## src/correlated_scalar_fluctuation_assert.svh

```systemverilog
// ---------------------------------------------------------------------------
// Correlated scalar fluctuation assertion macros
// Shared property forms for the concurrent checks of the block.
// ---------------------------------------------------------------------------
`ifndef CORRELATED_SCALAR_FLUCTUATION_ASSERT_SVH
`define CORRELATED_SCALAR_FLUCTUATION_ASSERT_SVH

// same-cycle implication, quiet while reset is low
`define CSF_ASSERT_IMP(label, ante, cons, msg) \
    label: assert property (@(posedge clk) disable iff (!rst_n) (ante) |-> (cons)) \
        else $error(msg);

// next-cycle implication, quiet while reset is low
`define CSF_ASSERT_NXT(label, ante, cons, msg) \
    label: assert property (@(posedge clk) disable iff (!rst_n) (ante) |=> (cons)) \
        else $error(msg);

`endif

```

## src/csf_pkg.sv

```systemverilog
// ---------------------------------------------------------------------------
// Correlated scalar fluctuation package
// Number format, payload types, stage schedule and fixed-point helpers.
// ---------------------------------------------------------------------------
package csf_pkg;

    localparam int WORD_W     = 32;
    localparam int FRAC_W     = 16;
    localparam int PROD_W     = 2 * WORD_W;
    localparam int MAG_W      = PROD_W + 1;
    localparam int DIV_W      = WORD_W + FRAC_W;
    localparam int DIV_BPS    = 2;
    localparam int DIV_STAGES = DIV_W / DIV_BPS;
    localparam int ROOT_W     = (WORD_W + FRAC_W) / 2;
    localparam int SQ_W       = 2 * ROOT_W;
    localparam int SQ_REM_W   = ROOT_W + 2;
    localparam int SQ_STAGES  = ROOT_W / 2;
    localparam int FACE_W     = 17;
    localparam int CFG_IDX_W  = 3;

    // unit latencies, operands presented to result visible
    localparam int FMUL_LAT = 2;
    localparam int DIV_LAT  = DIV_STAGES + 2;
    localparam int SQ_LAT   = SQ_STAGES + 1;

    // stage schedule of the main pipeline
    localparam int S_COF  = FMUL_LAT + 1;
    localparam int S_DET  = S_COF + FMUL_LAT + 2;
    localparam int S_SING = S_DET + 1;
    localparam int S_W    = S_DET + DIV_LAT;
    localparam int S_PG   = S_W + FMUL_LAT;
    localparam int S_PH   = S_PG + FMUL_LAT;
    localparam int S_Q1   = S_PH + 1;
    localparam int S_Q5   = S_Q1 + 4;
    localparam int S_RAD  = S_Q5 + 1;
    localparam int S_ROOT = S_RAD + SQ_LAT;
    localparam int S_PK   = S_ROOT + FMUL_LAT;

    typedef logic signed [WORD_W-1:0] word_t;

    localparam logic [WORD_W-1:0] WORD_MAX_U = {1'b0, {(WORD_W-1){1'b1}}};
    localparam word_t WORD_MAX = word_t'({1'b0, {(WORD_W-1){1'b1}}});
    localparam word_t WORD_MIN = word_t'({1'b1, {(WORD_W-1){1'b0}}});
    localparam word_t FIX_ONE  = word_t'(1 << FRAC_W);
    localparam logic [FACE_W-1:0] FACE_ONE = FACE_W'(1 << FRAC_W);

    typedef enum logic [CFG_IDX_W-1:0] {
        CFG_MEAN     = 3'd0,
        CFG_VARIANCE = 3'd1,
        CFG_FLUX_X   = 3'd2,
        CFG_FLUX_Y   = 3'd3,
        CFG_FLUX_Z   = 3'd4
    } cfg_index_t;

    typedef struct packed {
        logic signed [31:0] stress_xx;
        logic signed [31:0] stress_xy;
        logic signed [31:0] stress_xz;
        logic signed [31:0] stress_yy;
        logic signed [31:0] stress_yz;
        logic signed [31:0] stress_zz;
        logic signed [31:0] vel_fluct_x;
        logic signed [31:0] vel_fluct_y;
        logic signed [31:0] vel_fluct_z;
        logic signed [31:0] raw_scalar_fluct;
    } face_req_t;

    typedef struct packed {
        logic [FACE_W-1:0] face_value;
        logic              singular_stress;
        logic              radicand_clipped;
        logic              value_clamped;
    } face_rsp_t;

    // per-request fields that ride along the pipeline
    typedef struct packed {
        word_t xx;
        word_t xy;
        word_t xz;
        word_t yy;
        word_t yz;
        word_t zz;
        word_t ux;
        word_t uy;
        word_t uz;
        word_t raw;
        word_t base;
        word_t e1;
        word_t e2;
        word_t e3;
        logic  sing;
        logic  clip;
    } carry_t;

    function automatic word_t sat_add(word_t a, word_t b);
        logic [WORD_W:0] s;
        s = {a[WORD_W-1], a} + {b[WORD_W-1], b};
        if (s[WORD_W] != s[WORD_W-1])
            return s[WORD_W] ? WORD_MIN : WORD_MAX;
        return word_t'(s[WORD_W-1:0]);
    endfunction

    function automatic word_t sat_sub(word_t a, word_t b);
        logic [WORD_W:0] s;
        s = {a[WORD_W-1], a} - {b[WORD_W-1], b};
        if (s[WORD_W] != s[WORD_W-1])
            return s[WORD_W] ? WORD_MIN : WORD_MAX;
        return word_t'(s[WORD_W-1:0]);
    endfunction

    function automatic logic [WORD_W-1:0] mag(word_t a);
        logic [WORD_W-1:0] u;
        u = a;
        return a[WORD_W-1] ? (~u + 1'b1) : u;
    endfunction

    // magnitude and sign back to a word, saturating
    function automatic word_t to_word(logic [MAG_W-1:0] m, logic neg);
        logic [MAG_W-1:0]  lim;
        logic [WORD_W-1:0] lo;
        lim = {{(MAG_W-WORD_W){1'b0}}, WORD_MAX_U} + MAG_W'(neg);
        lo  = (m > lim) ? lim[WORD_W-1:0] : m[WORD_W-1:0];
        return neg ? word_t'(~lo + 1'b1) : word_t'(lo);
    endfunction

    // round a product magnitude half away from zero, drop the fraction
    function automatic word_t fix_round(logic [PROD_W-1:0] p, logic neg);
        logic [MAG_W-1:0] r;
        r = {1'b0, p} + (MAG_W'(1) << (FRAC_W - 1));
        r = r >> FRAC_W;
        return to_word(r, neg);
    endfunction

endpackage

```

## src/csf_fmul.sv

```systemverilog
// ---------------------------------------------------------------------------
// Fixed-point multiplier
// Two-stage signed multiply: magnitude product, then round and saturate.
// ---------------------------------------------------------------------------
module csf_fmul (
    input  logic           clk,
    input  logic           en,
    input  csf_pkg::word_t a,
    input  csf_pkg::word_t b,
    output csf_pkg::word_t p
);
    import csf_pkg::*;

    logic [PROD_W-1:0] prod_reg;
    logic              neg_reg;
    word_t             p_reg;

    always_ff @(posedge clk)
    begin
        if (en)
        begin
            prod_reg <= PROD_W'(mag(a)) * PROD_W'(mag(b));
            neg_reg  <= a[WORD_W-1] ^ b[WORD_W-1];
            p_reg    <= fix_round(prod_reg, neg_reg);
        end
    end

    assign p = p_reg;

endmodule

```

## config.mk

```make
export PLATFORM = sky130hd
export DESIGN_NAME = csf_fmul
export DESIGN_NICKNAME = d
export VERILOG_FILES = /design/src/correlated_scalar_fluctuation_assert.svh /design/src/csf_pkg.sv /design/src/csf_fmul.sv
export SDC_FILE = /design/constraint.sdc
export NUM_CORES = 2
export LEC_CHECK = 0
export BUFFER_PORTS_ARGS = -buffer_cell sky130_fd_sc_hd__buf_2
export CORE_ASPECT_RATIO = 1.25
export CORE_MARGIN = 3
export CORE_UTILIZATION = 50
export DETAILED_ROUTE_END_ITERATION = 12
export HOLD_SLACK_MARGIN = 0.12
export PLACE_DENSITY = 0.66
export SYNTH_ARGS = -nofsm -noshare
export SYNTH_HDL_FRONTEND = slang
export SYNTH_SLANG_ARGS = --single-unit
```

## constraint.sdc

```tcl
create_clock -name clk -period 14 [get_ports clk]
set_input_delay 0.7 -clock clk [delete_from_list [all_inputs] [get_ports clk]]
set_output_delay 0.7 -clock clk [all_outputs]
set_load 0.03 [all_outputs]
```

==> results.json <==
{
  "area_growth_pct": 6.807,
  "numCtsBuffers": 9,
  "yosysWarnings": 0,
  "post-route-period-util": 0.8369,
  "root_buffer": "clkbuf_16",
  "grtUsageTotal": 0.3257,
  "nNetsFinal": 5659,
  "finalCriticalPeriod_ns": 11.72,
  "critPathSlowestCell": "nor3_1",
  "place_hpwl_um": 101000,
  "postPlaceCellArea_mm2": 0.04085,
  "ant_nets": 0,
  "setup.worst_path.start_class": "input pin",
  "status": "completed",
  "regArea_mm2": 0.002462,
  "clk_latency_ns": 0.35,
  "io_pins": 98,
  "row_count": 113,
  "criticalPathCategory": "input pin to flop",
  "drtIter0Drc": 2571,
  "slew_violations": 0,
  "arrival_ns": 11.81,
  "fin_area_mm2": 0.04119,
  "clockBufferDepth": 2,
  "cts_tree": "built",
  "fill_cells": 6977,
  "yosys.cell_types.count": 80,
  "drc": 0,
  "cp_slowest_stage_delay_ns": 0.91,
  "final_cell_count_no_fill": 5391,
  "fin_skew_ns": 0.01161,
  "synth_top_area_cell": "fa_1",
  "grt_remaining_overflow": 0,
  "hold_viol": 0,
  "setup_violations": 0,
  "synthArstFlopShare": 0,
  "synth_nets": 5632,
  "tns_ns": 0,
  "dieArea_mm2": 0.08052,
  "via_per_inst": 5.849,
  "ys_seq_elements": 82,
  "gp_congestion": 0.9812,
  "multi_input_area_mm2": 0.03236,
  "grt_max_degree": 74,
  "synthFlopType": "edfxtp_1",
  "avgSynthCellArea_um2": 8.815,
  "synth-seq-area-share": 0.06385,
  "htreeDepth": 3,
  "start_util": 0.5061,
  "synthCells": 4375,
  "dp_cells": 5368,
  "tightestPinTransition_ns": 1.269,
  "vias": 31531,
  "hold_class": "input pin to flop",
  "layout-drive-gt1-share": 0.06785,
  "max_cap_violations": 0,
  "synth_area_mm2": 0.03857,
  "grt_pass1_vias": 33142,
  "numClockSinks": 82,
  "totalWireLength_um": 127400,
  "path_clk_slew_ns": 0.07,
  "timing.fmax_mhz": 85.35,
  "cts_setup_buffers": 0,
  "die_x_um": 254.4,
  "port_buffers": 97,
  "crit_fanout": 22,
  "cts_resized": 0,
  "required_ns": 14.10,
  "fp.dieH_um": 316.5,
  "hold_ws_ns": 0.7719,
  "grt_pass1_wl_um": 194600,
  "routedWlPerCell_um": 23.63,
  "crit_path_frequent_cell": "fa_1",
  "synth_top_cell_area_share": 0.4646,
  "worst_setup_path_end_kind": "flop",
  "largest_reg_flops": 49,
  "rsz0062_at_grt": "false",
  "critPathBufInv": 8,
  "antenna_found_initial": 6,
  "core_area_mm2": 0.07621,
  "crit_family": "adder cells",
  "hold_buffers": 0,
  "synth_enable_flop_cells": 82,
  "first_pass_iters": 8,
  "max_slew_margin": 0.1533,
  "synth_area_leaders": "fa_1, ha_1, inv_1"
}
==> cell usage in the layout, fill, tap and decap left out, types with 58 or more instances in the layout <==
cell type    n
a21oi_1     84
buf_2       96
buf_4      113
edfxtp_1    82
fa_1       895
ha_1       296
inv_1      925
nand2_1    551
nor2_1     595
nor3_1      59
o21ai_0     58
xnor2_1     91
xor2_1      67
==> path summary, 6_finish.rpt <==
check                           end  cells after the start  slack (ns)                   start
max          prod_reg[63]$_DFFE_PP_                     33        2.28                    a[0]
min                 p[25]$_DFFE_PP_                      1        0.77                      en
max reg2reg         p[28]$_DFFE_PP_                     22        6.21  prod_reg[23]$_DFFE_PP_
min reg2reg         p[29]$_DFFE_PP_                      1        0.88       neg_reg$_DFFE_PP_
==> layer usage <==
metal | track usage | vias to the layer above | wire, µm
li1 | - | 13344 | -
met1 | 0.3967 | 15925 | 44740
met2 | 0.5303 | 1723 | 59630
met3 | 0.06981 | 539 | 12760
met4 | 0.2008 | 0 | 10280
met5 | 0 | - | 0
==> kinds of logic after synthesis <==
family                     Yosys count  synth area share
and+or+nand+nor                   1427            0.1571
buffers and inverters             1119            0.1098
AOI/OAI and AO/OA                  336           0.05814
DFF                                 82           0.06385
xor gates and xnor gates           203           0.04610
muxes                               17          0.004477
adders and majority gates         1191            0.5606
==> synth_stat cells, types with 12 or more instances <==
cell type,instances
nor3_1,59
a21o_1,40
inv_1,925
and2_1,23
nand3_1,34
nand2b_1,19
and3_1,16
buf_2,14
a31oi_1,15
clkbuf_1,174
o31ai_1,14
nand2_1,551
xnor2_1,115
or4_1,14
a21oi_1,84
edfxtp_1,82
nor2_1,595
o22ai_1,16
xor2_1,88
ha_1,296
or3_1,14
nor4_1,21
fa_1,895
mux2i_1,15
a211oi_1,12
nand4_1,40
o21ai_0,60
==> cell type report <==
cell class / instances / share of cell area
Timing Repair Buffer: 209 / 0.03226
Antenna cell: 7 / 0.0004253
Clock inverter: 7 / 0.002430
Tap cell: 977 / 0.02968
Clock buffer: 9 / 0.005468
Sequential cell: 82 / 0.05978
Inverter: 926 / 0.08438
Multi-Input combinational cell: 3174 / 0.7856
==> metrics by stage <==
stage	setup WS (ns)	utilization
after floorplan	4.043	-
after global placement	2.468	0.5360
after detailed placement	2.344	0.5360
after CTS	2.696	0.5403
after global routing	1.882	0.5404
final	2.283	0.5405
Power is not shown: default switching activity piles up to over one toggle a cycle in this logic, so the estimate is an artifact.
