**src/correlated_scalar_fluctuation_assert.svh**
```systemverilog
// ---------------------------------------------------------------------------
// Correlated scalar fluctuation assertion macros
// Shared property forms for the concurrent checks of the block.
// ---------------------------------------------------------------------------
`ifndef CORRELATED_SCALAR_FLUCTUATION_ASSERT_SVH
`define CORRELATED_SCALAR_FLUCTUATION_ASSERT_SVH

// same-cycle implication, quiet while reset is low
`define CSF_ASSERT_IMP(label, ante, cons, msg) \
    label: assert property (@(posedge clk) disable iff (!rst_n) (ante) |-> (cons)) \
        else $error(msg);

// next-cycle implication, quiet while reset is low
`define CSF_ASSERT_NXT(label, ante, cons, msg) \
    label: assert property (@(posedge clk) disable iff (!rst_n) (ante) |=> (cons)) \
        else $error(msg);

`endif

```
**src/csf_pkg.sv**
```systemverilog
// ---------------------------------------------------------------------------
// Correlated scalar fluctuation package
// Number format, payload types, stage schedule and fixed-point helpers.
// ---------------------------------------------------------------------------
package csf_pkg;

    localparam int WORD_W     = 32;
    localparam int FRAC_W     = 16;
    localparam int PROD_W     = 2 * WORD_W;
    localparam int MAG_W      = PROD_W + 1;
    localparam int DIV_W      = WORD_W + FRAC_W;
    localparam int DIV_BPS    = 2;
    localparam int DIV_STAGES = DIV_W / DIV_BPS;
    localparam int ROOT_W     = (WORD_W + FRAC_W) / 2;
    localparam int SQ_W       = 2 * ROOT_W;
    localparam int SQ_REM_W   = ROOT_W + 2;
    localparam int SQ_STAGES  = ROOT_W / 2;
    localparam int FACE_W     = 17;
    localparam int CFG_IDX_W  = 3;

    // unit latencies, operands presented to result visible
    localparam int FMUL_LAT = 2;
    localparam int DIV_LAT  = DIV_STAGES + 2;
    localparam int SQ_LAT   = SQ_STAGES + 1;

    // stage schedule of the main pipeline
    localparam int S_COF  = FMUL_LAT + 1;
    localparam int S_DET  = S_COF + FMUL_LAT + 2;
    localparam int S_SING = S_DET + 1;
    localparam int S_W    = S_DET + DIV_LAT;
    localparam int S_PG   = S_W + FMUL_LAT;
    localparam int S_PH   = S_PG + FMUL_LAT;
    localparam int S_Q1   = S_PH + 1;
    localparam int S_Q5   = S_Q1 + 4;
    localparam int S_RAD  = S_Q5 + 1;
    localparam int S_ROOT = S_RAD + SQ_LAT;
    localparam int S_PK   = S_ROOT + FMUL_LAT;

    typedef logic signed [WORD_W-1:0] word_t;

    localparam logic [WORD_W-1:0] WORD_MAX_U = {1'b0, {(WORD_W-1){1'b1}}};
    localparam word_t WORD_MAX = word_t'({1'b0, {(WORD_W-1){1'b1}}});
    localparam word_t WORD_MIN = word_t'({1'b1, {(WORD_W-1){1'b0}}});
    localparam word_t FIX_ONE  = word_t'(1 << FRAC_W);
    localparam logic [FACE_W-1:0] FACE_ONE = FACE_W'(1 << FRAC_W);

    typedef enum logic [CFG_IDX_W-1:0] {
        CFG_MEAN     = 3'd0,
        CFG_VARIANCE = 3'd1,
        CFG_FLUX_X   = 3'd2,
        CFG_FLUX_Y   = 3'd3,
        CFG_FLUX_Z   = 3'd4
    } cfg_index_t;

    typedef struct packed {
        logic signed [31:0] stress_xx;
        logic signed [31:0] stress_xy;
        logic signed [31:0] stress_xz;
        logic signed [31:0] stress_yy;
        logic signed [31:0] stress_yz;
        logic signed [31:0] stress_zz;
        logic signed [31:0] vel_fluct_x;
        logic signed [31:0] vel_fluct_y;
        logic signed [31:0] vel_fluct_z;
        logic signed [31:0] raw_scalar_fluct;
    } face_req_t;

    typedef struct packed {
        logic [FACE_W-1:0] face_value;
        logic              singular_stress;
        logic              radicand_clipped;
        logic              value_clamped;
    } face_rsp_t;

    // per-request fields that ride along the pipeline
    typedef struct packed {
        word_t xx;
        word_t xy;
        word_t xz;
        word_t yy;
        word_t yz;
        word_t zz;
        word_t ux;
        word_t uy;
        word_t uz;
        word_t raw;
        word_t base;
        word_t e1;
        word_t e2;
        word_t e3;
        logic  sing;
        logic  clip;
    } carry_t;

    function automatic word_t sat_add(word_t a, word_t b);
        logic [WORD_W:0] s;
        s = {a[WORD_W-1], a} + {b[WORD_W-1], b};
        if (s[WORD_W] != s[WORD_W-1])
            return s[WORD_W] ? WORD_MIN : WORD_MAX;
        return word_t'(s[WORD_W-1:0]);
    endfunction

    function automatic word_t sat_sub(word_t a, word_t b);
        logic [WORD_W:0] s;
        s = {a[WORD_W-1], a} - {b[WORD_W-1], b};
        if (s[WORD_W] != s[WORD_W-1])
            return s[WORD_W] ? WORD_MIN : WORD_MAX;
        return word_t'(s[WORD_W-1:0]);
    endfunction

    function automatic logic [WORD_W-1:0] mag(word_t a);
        logic [WORD_W-1:0] u;
        u = a;
        return a[WORD_W-1] ? (~u + 1'b1) : u;
    endfunction

    // magnitude and sign back to a word, saturating
    function automatic word_t to_word(logic [MAG_W-1:0] m, logic neg);
        logic [MAG_W-1:0]  lim;
        logic [WORD_W-1:0] lo;
        lim = {{(MAG_W-WORD_W){1'b0}}, WORD_MAX_U} + MAG_W'(neg);
        lo  = (m > lim) ? lim[WORD_W-1:0] : m[WORD_W-1:0];
        return neg ? word_t'(~lo + 1'b1) : word_t'(lo);
    endfunction

    // round a product magnitude half away from zero, drop the fraction
    function automatic word_t fix_round(logic [PROD_W-1:0] p, logic neg);
        logic [MAG_W-1:0] r;
        r = {1'b0, p} + (MAG_W'(1) << (FRAC_W - 1));
        r = r >> FRAC_W;
        return to_word(r, neg);
    endfunction

endpackage

```
**src/csf_sqrt.sv**
```systemverilog
// ---------------------------------------------------------------------------
// Fixed-point square root
// Pipelined digit-by-digit floor(sqrt(a << FRAC_W)), two root bits a stage.
// ---------------------------------------------------------------------------
module csf_sqrt (
    input  logic           clk,
    input  logic           en,
    input  csf_pkg::word_t rad,
    output csf_pkg::word_t root
);
    import csf_pkg::*;

    typedef struct packed {
        logic [SQ_REM_W-1:0] rem;
        logic [ROOT_W-1:0]   rt;
        logic [SQ_W-1:0]     t;
    } sq_stage_t;

    sq_stage_t s_reg [0:SQ_STAGES];

    function automatic sq_stage_t sq_step(sq_stage_t s);
        sq_stage_t             r;
        logic [SQ_REM_W+1:0]   acc;
        logic [SQ_REM_W+1:0]   trial;
        r     = s;
        acc   = {s.rem, s.t[SQ_W-1 -: 2]};
        trial = (SQ_REM_W + 2)'({s.rt, 2'b01});
        if (acc >= trial)
        begin
            r.rem = SQ_REM_W'(acc - trial);
            r.rt  = {s.rt[ROOT_W-2:0], 1'b1};
        end
        else
        begin
            r.rem = SQ_REM_W'(acc);
            r.rt  = {s.rt[ROOT_W-2:0], 1'b0};
        end
        r.t = {s.t[SQ_W-3:0], 2'b00};
        return r;
    endfunction

    always_ff @(posedge clk)
    begin
        if (en)
        begin
            s_reg[0].rem <= '0;
            s_reg[0].rt  <= '0;
            s_reg[0].t   <= SQ_W'({rad, {FRAC_W{1'b0}}});
            for (int k = 1; k <= SQ_STAGES; k++)
                s_reg[k] <= sq_step(sq_step(s_reg[k-1]));
        end
    end

    assign root = word_t'({{(WORD_W-ROOT_W){1'b0}}, s_reg[SQ_STAGES].rt});

endmodule

```
**config.mk**
```make
export PLATFORM = sky130hd
export DESIGN_NAME = csf_sqrt
export DESIGN_NICKNAME = d
export VERILOG_FILES = /design/src/correlated_scalar_fluctuation_assert.svh /design/src/csf_pkg.sv /design/src/csf_sqrt.sv
export SDC_FILE = /design/constraint.sdc
export NUM_CORES = 1
export LEC_CHECK = 0
export ABC_AREA = 1
export BUFFER_PORTS_ARGS = -buffer_cell sky130_fd_sc_hd__buf_2
export CAP_MARGIN = 15
export CORE_ASPECT_RATIO = 0.5
export CORE_MARGIN = 5
export CORE_UTILIZATION = 60
export CTS_BUF_LIST = sky130_fd_sc_hd__clkbuf_16
export CTS_CLUSTER_SIZE = 28
export DETAILED_ROUTE_END_ITERATION = 10
export GPL_TIMING_DRIVEN = 0
export PLACE_DENSITY = 0.76
export RECOVER_POWER = 25
export SLEW_MARGIN = 20
export SYNTH_ARGS = -nofsm -noshare
export SYNTH_HDL_FRONTEND = slang
export SYNTH_SLANG_ARGS = --single-unit
```
**constraint.sdc**
```tcl
create_clock -name clk -period 6.1 [get_ports clk]
set_clock_uncertainty 0.05 [all_clocks]
set_input_delay 0.305 -clock clk [delete_from_list [all_inputs] [get_ports clk]]
set_output_delay 0.305 -clock clk [all_outputs]
set_load 0.02 [all_outputs]
```
==> results.env <==
GLOBALROUTEOVERFLOWTOTAL=0
SYNTH_SEQ_CELLS=568
SETUP_VIOLATIONS=0
POST_SYNTH_INST_COUNT=6209
WORST-SETUP-PATH-TYPE='register to register'
LARGEST_REGISTER_FFS=568
INITIAL_ANTENNA_VIOLATION_COUNT=0
FINISH.UTILIZATION_PCT=65.8
DIE_Y_UM=205
CLOCK-SINKS=568
DP_SLACK_NS=0.165
TIMING.FINAL.CRIT_SHARE_PCT=92.7
DIEAREA_UM2=82100
TOP_LEVEL_PORTS=66
PLACE.PORT_BUFFERS=57
POWER_REPORT.INTERNAL_TOTAL_mW=9.83
HTREE_LEVELS=2
N_ANTENNA_CELL=0
DRV_CAP=1
LAYOUT.NETS=6712
FAILED_CHECKS='capacitance limit, slew limit'
SYNTH-MAIN-FF-CELL='sky130_fd_sc_hd__edfxtp_1'
TOTAL_LEAKAGE_POWER_nW=23.2
FIRSTDRTPASSITERS=6
FINAL_LAYOUT_SIZE_SUFFIX_GT1_SHARE_PCT=6.63
GLOBALROUTETOTALUTIL_PCT=31.2
TIMING.CRITICAL_PATH.MODE_CELL='sky130_fd_sc_hd__nand2_1'
POST_SYNTH_MUX_AREA_SHARE_PCT=0
POST_SYNTH_FA_HA_MAJ_AREA_FRACTION_PCT=8.60
YOSYSSEQAREASHARE_PCT=37.3
AREA_GROWTH_SYN_TO_LAYOUT_PCT=8.49
MAX_SLEW.WORST_PIN.SLEW_NS=4.06
P_TOTAL_mW=17.3
LAYOUT.CELLS.MOST_COMMON='sky130_fd_sc_hd__nand2_1'
POWER_SWITCHING_mW=7.47
SYNTH-SIMPLE-AREA-SHARE_PCT=30.9
PATH_BUF_INV=8
CLK-INSERTION-DELAY-LATE_NS=0.65
ROWS=71
NFILLCELLS=6580
FIRST_ITER_VIOLATIONS=3841
CHIPWIDTH_UM=400
CRIT_SLOWEST_CELL='sky130_fd_sc_hd__edfxtp_1'
POST-DP-HPWL_UM=106000
ASYNC_FLOP_SHARE_PCT=0
CTS_ROOT_BUF='sky130_fd_sc_hd__clkbuf_16'
TIMING.CRITICAL_PATH.MAX_DELAY_FAMILY='simple AND/OR/NAND/NOR gates'
SYN-CELL-AREA_UM2=45700
PWR_DENSITY_CELL_nW_PER_UM2=349
SEQ_POWER_SHARE_PCT=32.9
STATUS='complete, but fails checks'
SYN-MEAN-INSTANCE-AREA_UM2=7.36
FIRST_GLOBAL_VIAS=39400
SYNTH.YOSYS.WARNINGS=0
CLOCK_TREE_FROM_TRITONCTS='yes'
CTS.REPORTEDPATHS.CLKPINSLEW_NS=0.07
DRT_WL_TOTAL_UM=131000
POST-CTS-SETUP-BUFFERS=0
SYNTH_EDF_COUNT=568
CRIT_PATH_MAX_FANOUT=10
VIA_COUNT=42200
WORST_SLACK_NS=0.447
SORT_OF_ELEMENT_AT_THE_START_OF_THE_CRITICAL_PATH='register'
FINAL.SETUP.TNS_NS=0
RSZ0062_AT_GRT='no'
YOSYSUNIQUECELLTYPES=62
DETAIL_ROUTE.DRC_VIOLATIONS=0
FINALCRITICALPERIOD_NS=5.65
FIN_WORST_HOLD_SLACK_NS=0.307
LAYOUT.CELLS.MOST_COMMON_LIST='sky130_fd_sc_hd__nand2_1, sky130_fd_sc_hd__inv_1, sky130_fd_sc_hd__nor2_1'
ROUTE.DETAILED.WL_PER_INST_UM=17.7
MAXIMUM_NUMBER_OF_PINS_ON_ONE_NET_BEFORE_GLOBAL_ROUTE_REPAIR=106
VDD_DROP_MAX_uV=271
CTS_BUFFERS=54
MIN_PATH_TYPE='primary input to register'
FINAL_HOLD_VIOL_COUNT=0
CRITICAL_PATH.MAX_STAGE_DELAY_NS=0.47
COMBINATIONAL_FAMILY_WITH_THE_MOST_AREA_AFTER_SYNTHESIS='simple AND/OR/NAND/NOR gates'
WORST_EP_ARRIVAL_TIME_NS=6.11
ROUTE.ANTENNA.REMAINING_NETS=0
FP.COREAREA_UM2=75300
VIAS_PER_CELL=5.68
YOSYS.AREA_SHARE.XOR_XNOR_PCT=4.73
TIMING_MAX_TRANSITION_VIOLATIONS_FINAL=74
POST_SYNTHESIS_COMPOUND_GATE_AREA_FRACTION_PCT=9.70
PLACE_CONGESTION=1.01
POWER.COMBINATIONAL.FRACTION_PCT=46.8
WORST_EP_REQUIRED_TIME_NS=6.56
TIMING.FMAX_GHz=0.177
SWITCHING_PORTION_OF_TOTAL_POWER_PCT=43.2
END_KIND='register'
RELSLEWSLACK_PCT=-171
CLKPWRFRAC_PCT=20.2
GRT_PASS1_WL_UM=207000
START_UTIL_PCT=60.7
CLK_PATH_BUF_DEPTH=3
stage by stage:
| step | instances | area (um2) |
|---|---|---|
| after floorplan | 6218 | 45700 |
| after global placement | 7297 | 47300 |
| after detailed placement | 7302 | 47400 |
| after CTS | 7434 | 49600 |
| after global routing | 7434 | 49600 |
| final | 7434 | 49600 |
power by group through the flow:
stage / logic (mW) / registers, mW / clock network (mW)
after floorplan: 5.97 / 5.47 / 0
after global placement: 7.65 / 5.81 / 0
after detailed placement: 7.86 / 5.76 / 0
after CTS: 7.93 / 5.67 / 3.56
after global routing: 9.09 / 5.73 / 3.74
final: 8.10 / 5.70 / 3.50
routing by layer:
metal  vias to the layer above  GRT usage (%)  part of all wire [%]
met4                         0           9.67                   3.3
met5                         -              0                     0
met3                       258           4.05                   7.3
met2                      1639           51.9                    45
li1                      20800              -                     -
met1                     19600           42.9                    44
repair_timing:
action,CTS,global route
endpoints found under the setup margin,0,27
resized for setup,0,15
endpoints found under the hold margin,32,0
hold buffers,32,0
worst paths after layout:
path,cells after the start,from,slack (ns),endpoint
min reg2reg,0,s_reg[0][212]$_DFFE_PP_,0.37,s_reg[0][310]$_DFFE_PP_
max reg2reg,29,s_reg[1][257]$_DFFE_PP_,0.45,s_reg[1][375]$_DFFE_PP_
min,2,rad[6],0.31,s_reg[0][18]$_DFFE_PP_
max,29,s_reg[1][257]$_DFFE_PP_,0.45,s_reg[1][375]$_DFFE_PP_
synthesized netlist by cell type, types with 7 or more instances:
master / count / area [um2]
sky130_fd_sc_hd__a21boi_0: 14 / 105
sky130_fd_sc_hd__a21o_1: 15 / 113
sky130_fd_sc_hd__a21oi_1: 324 / 1620
sky130_fd_sc_hd__a21oi_2: 22 / 193
sky130_fd_sc_hd__a31oi_1: 20 / 125
sky130_fd_sc_hd__and2_1: 7 / 43.8
sky130_fd_sc_hd__buf_2: 14 / 70.1
sky130_fd_sc_hd__buf_4: 48 / 360
sky130_fd_sc_hd__buf_6: 21 / 236
sky130_fd_sc_hd__clkbuf_1: 20 / 75.1
sky130_fd_sc_hd__edfxtp_1: 568 / 17100
sky130_fd_sc_hd__fa_1: 7 / 140
sky130_fd_sc_hd__ha_1: 303 / 3790
sky130_fd_sc_hd__inv_1: 844 / 3170
sky130_fd_sc_hd__inv_2: 16 / 60.1
sky130_fd_sc_hd__nand2_1: 1885 / 7080
sky130_fd_sc_hd__nand2_2: 45 / 282
sky130_fd_sc_hd__nand3_1: 448 / 2240
sky130_fd_sc_hd__nand3_2: 16 / 160
sky130_fd_sc_hd__nand3b_1: 19 / 143
sky130_fd_sc_hd__nand4_1: 132 / 826
sky130_fd_sc_hd__nor2_1: 595 / 2230
sky130_fd_sc_hd__nor2_2: 38 / 238
sky130_fd_sc_hd__nor2_4: 12 / 135
sky130_fd_sc_hd__nor3_1: 55 / 275
sky130_fd_sc_hd__nor4_1: 9 / 56.3
sky130_fd_sc_hd__o211ai_1: 10 / 75.1
sky130_fd_sc_hd__o21a_1: 8 / 60.1
sky130_fd_sc_hd__o21ai_0: 293 / 1470
sky130_fd_sc_hd__o21ai_1: 36 / 180
sky130_fd_sc_hd__o21bai_1: 36 / 270
sky130_fd_sc_hd__or2_2: 19 / 119
sky130_fd_sc_hd__xnor2_1: 113 / 990
sky130_fd_sc_hd__xor2_1: 132 / 1160
cell type report:
cell class	count	area, um2	share of cell area, %
flip-flops and latches	568	17100	34.4
multi-input cells	4679	24700	49.8
well taps	1022	1280	2.58
clock buffers	54	1350	2.73
inverters	866	3260	6.57
repair buffers	94	734	1.48
plain buffers	105	759	1.53
clock inverters	46	465	0.939
worst reg2reg max path: cells and delay by family, from the launching register on:
kind	cells	cell delay, ns
buffers and inverters	8	1.33
AOI/OAI and AO/OA	4	0.88
DFF	1	0.47
and+or+nand+nor	14	1.88
adders and majority gates	3	0.93
cell families after synthesis:
kind of cell | count (synthesis)
DFF | 568
adders and majority gates | 310
xor gates and xnor gates | 246
and+or+nand+nor | 3308
AOI/OAI and AO/OA | 804
other | 2
buffers and inverters | 971
Power figures use the tool's default switching activity.
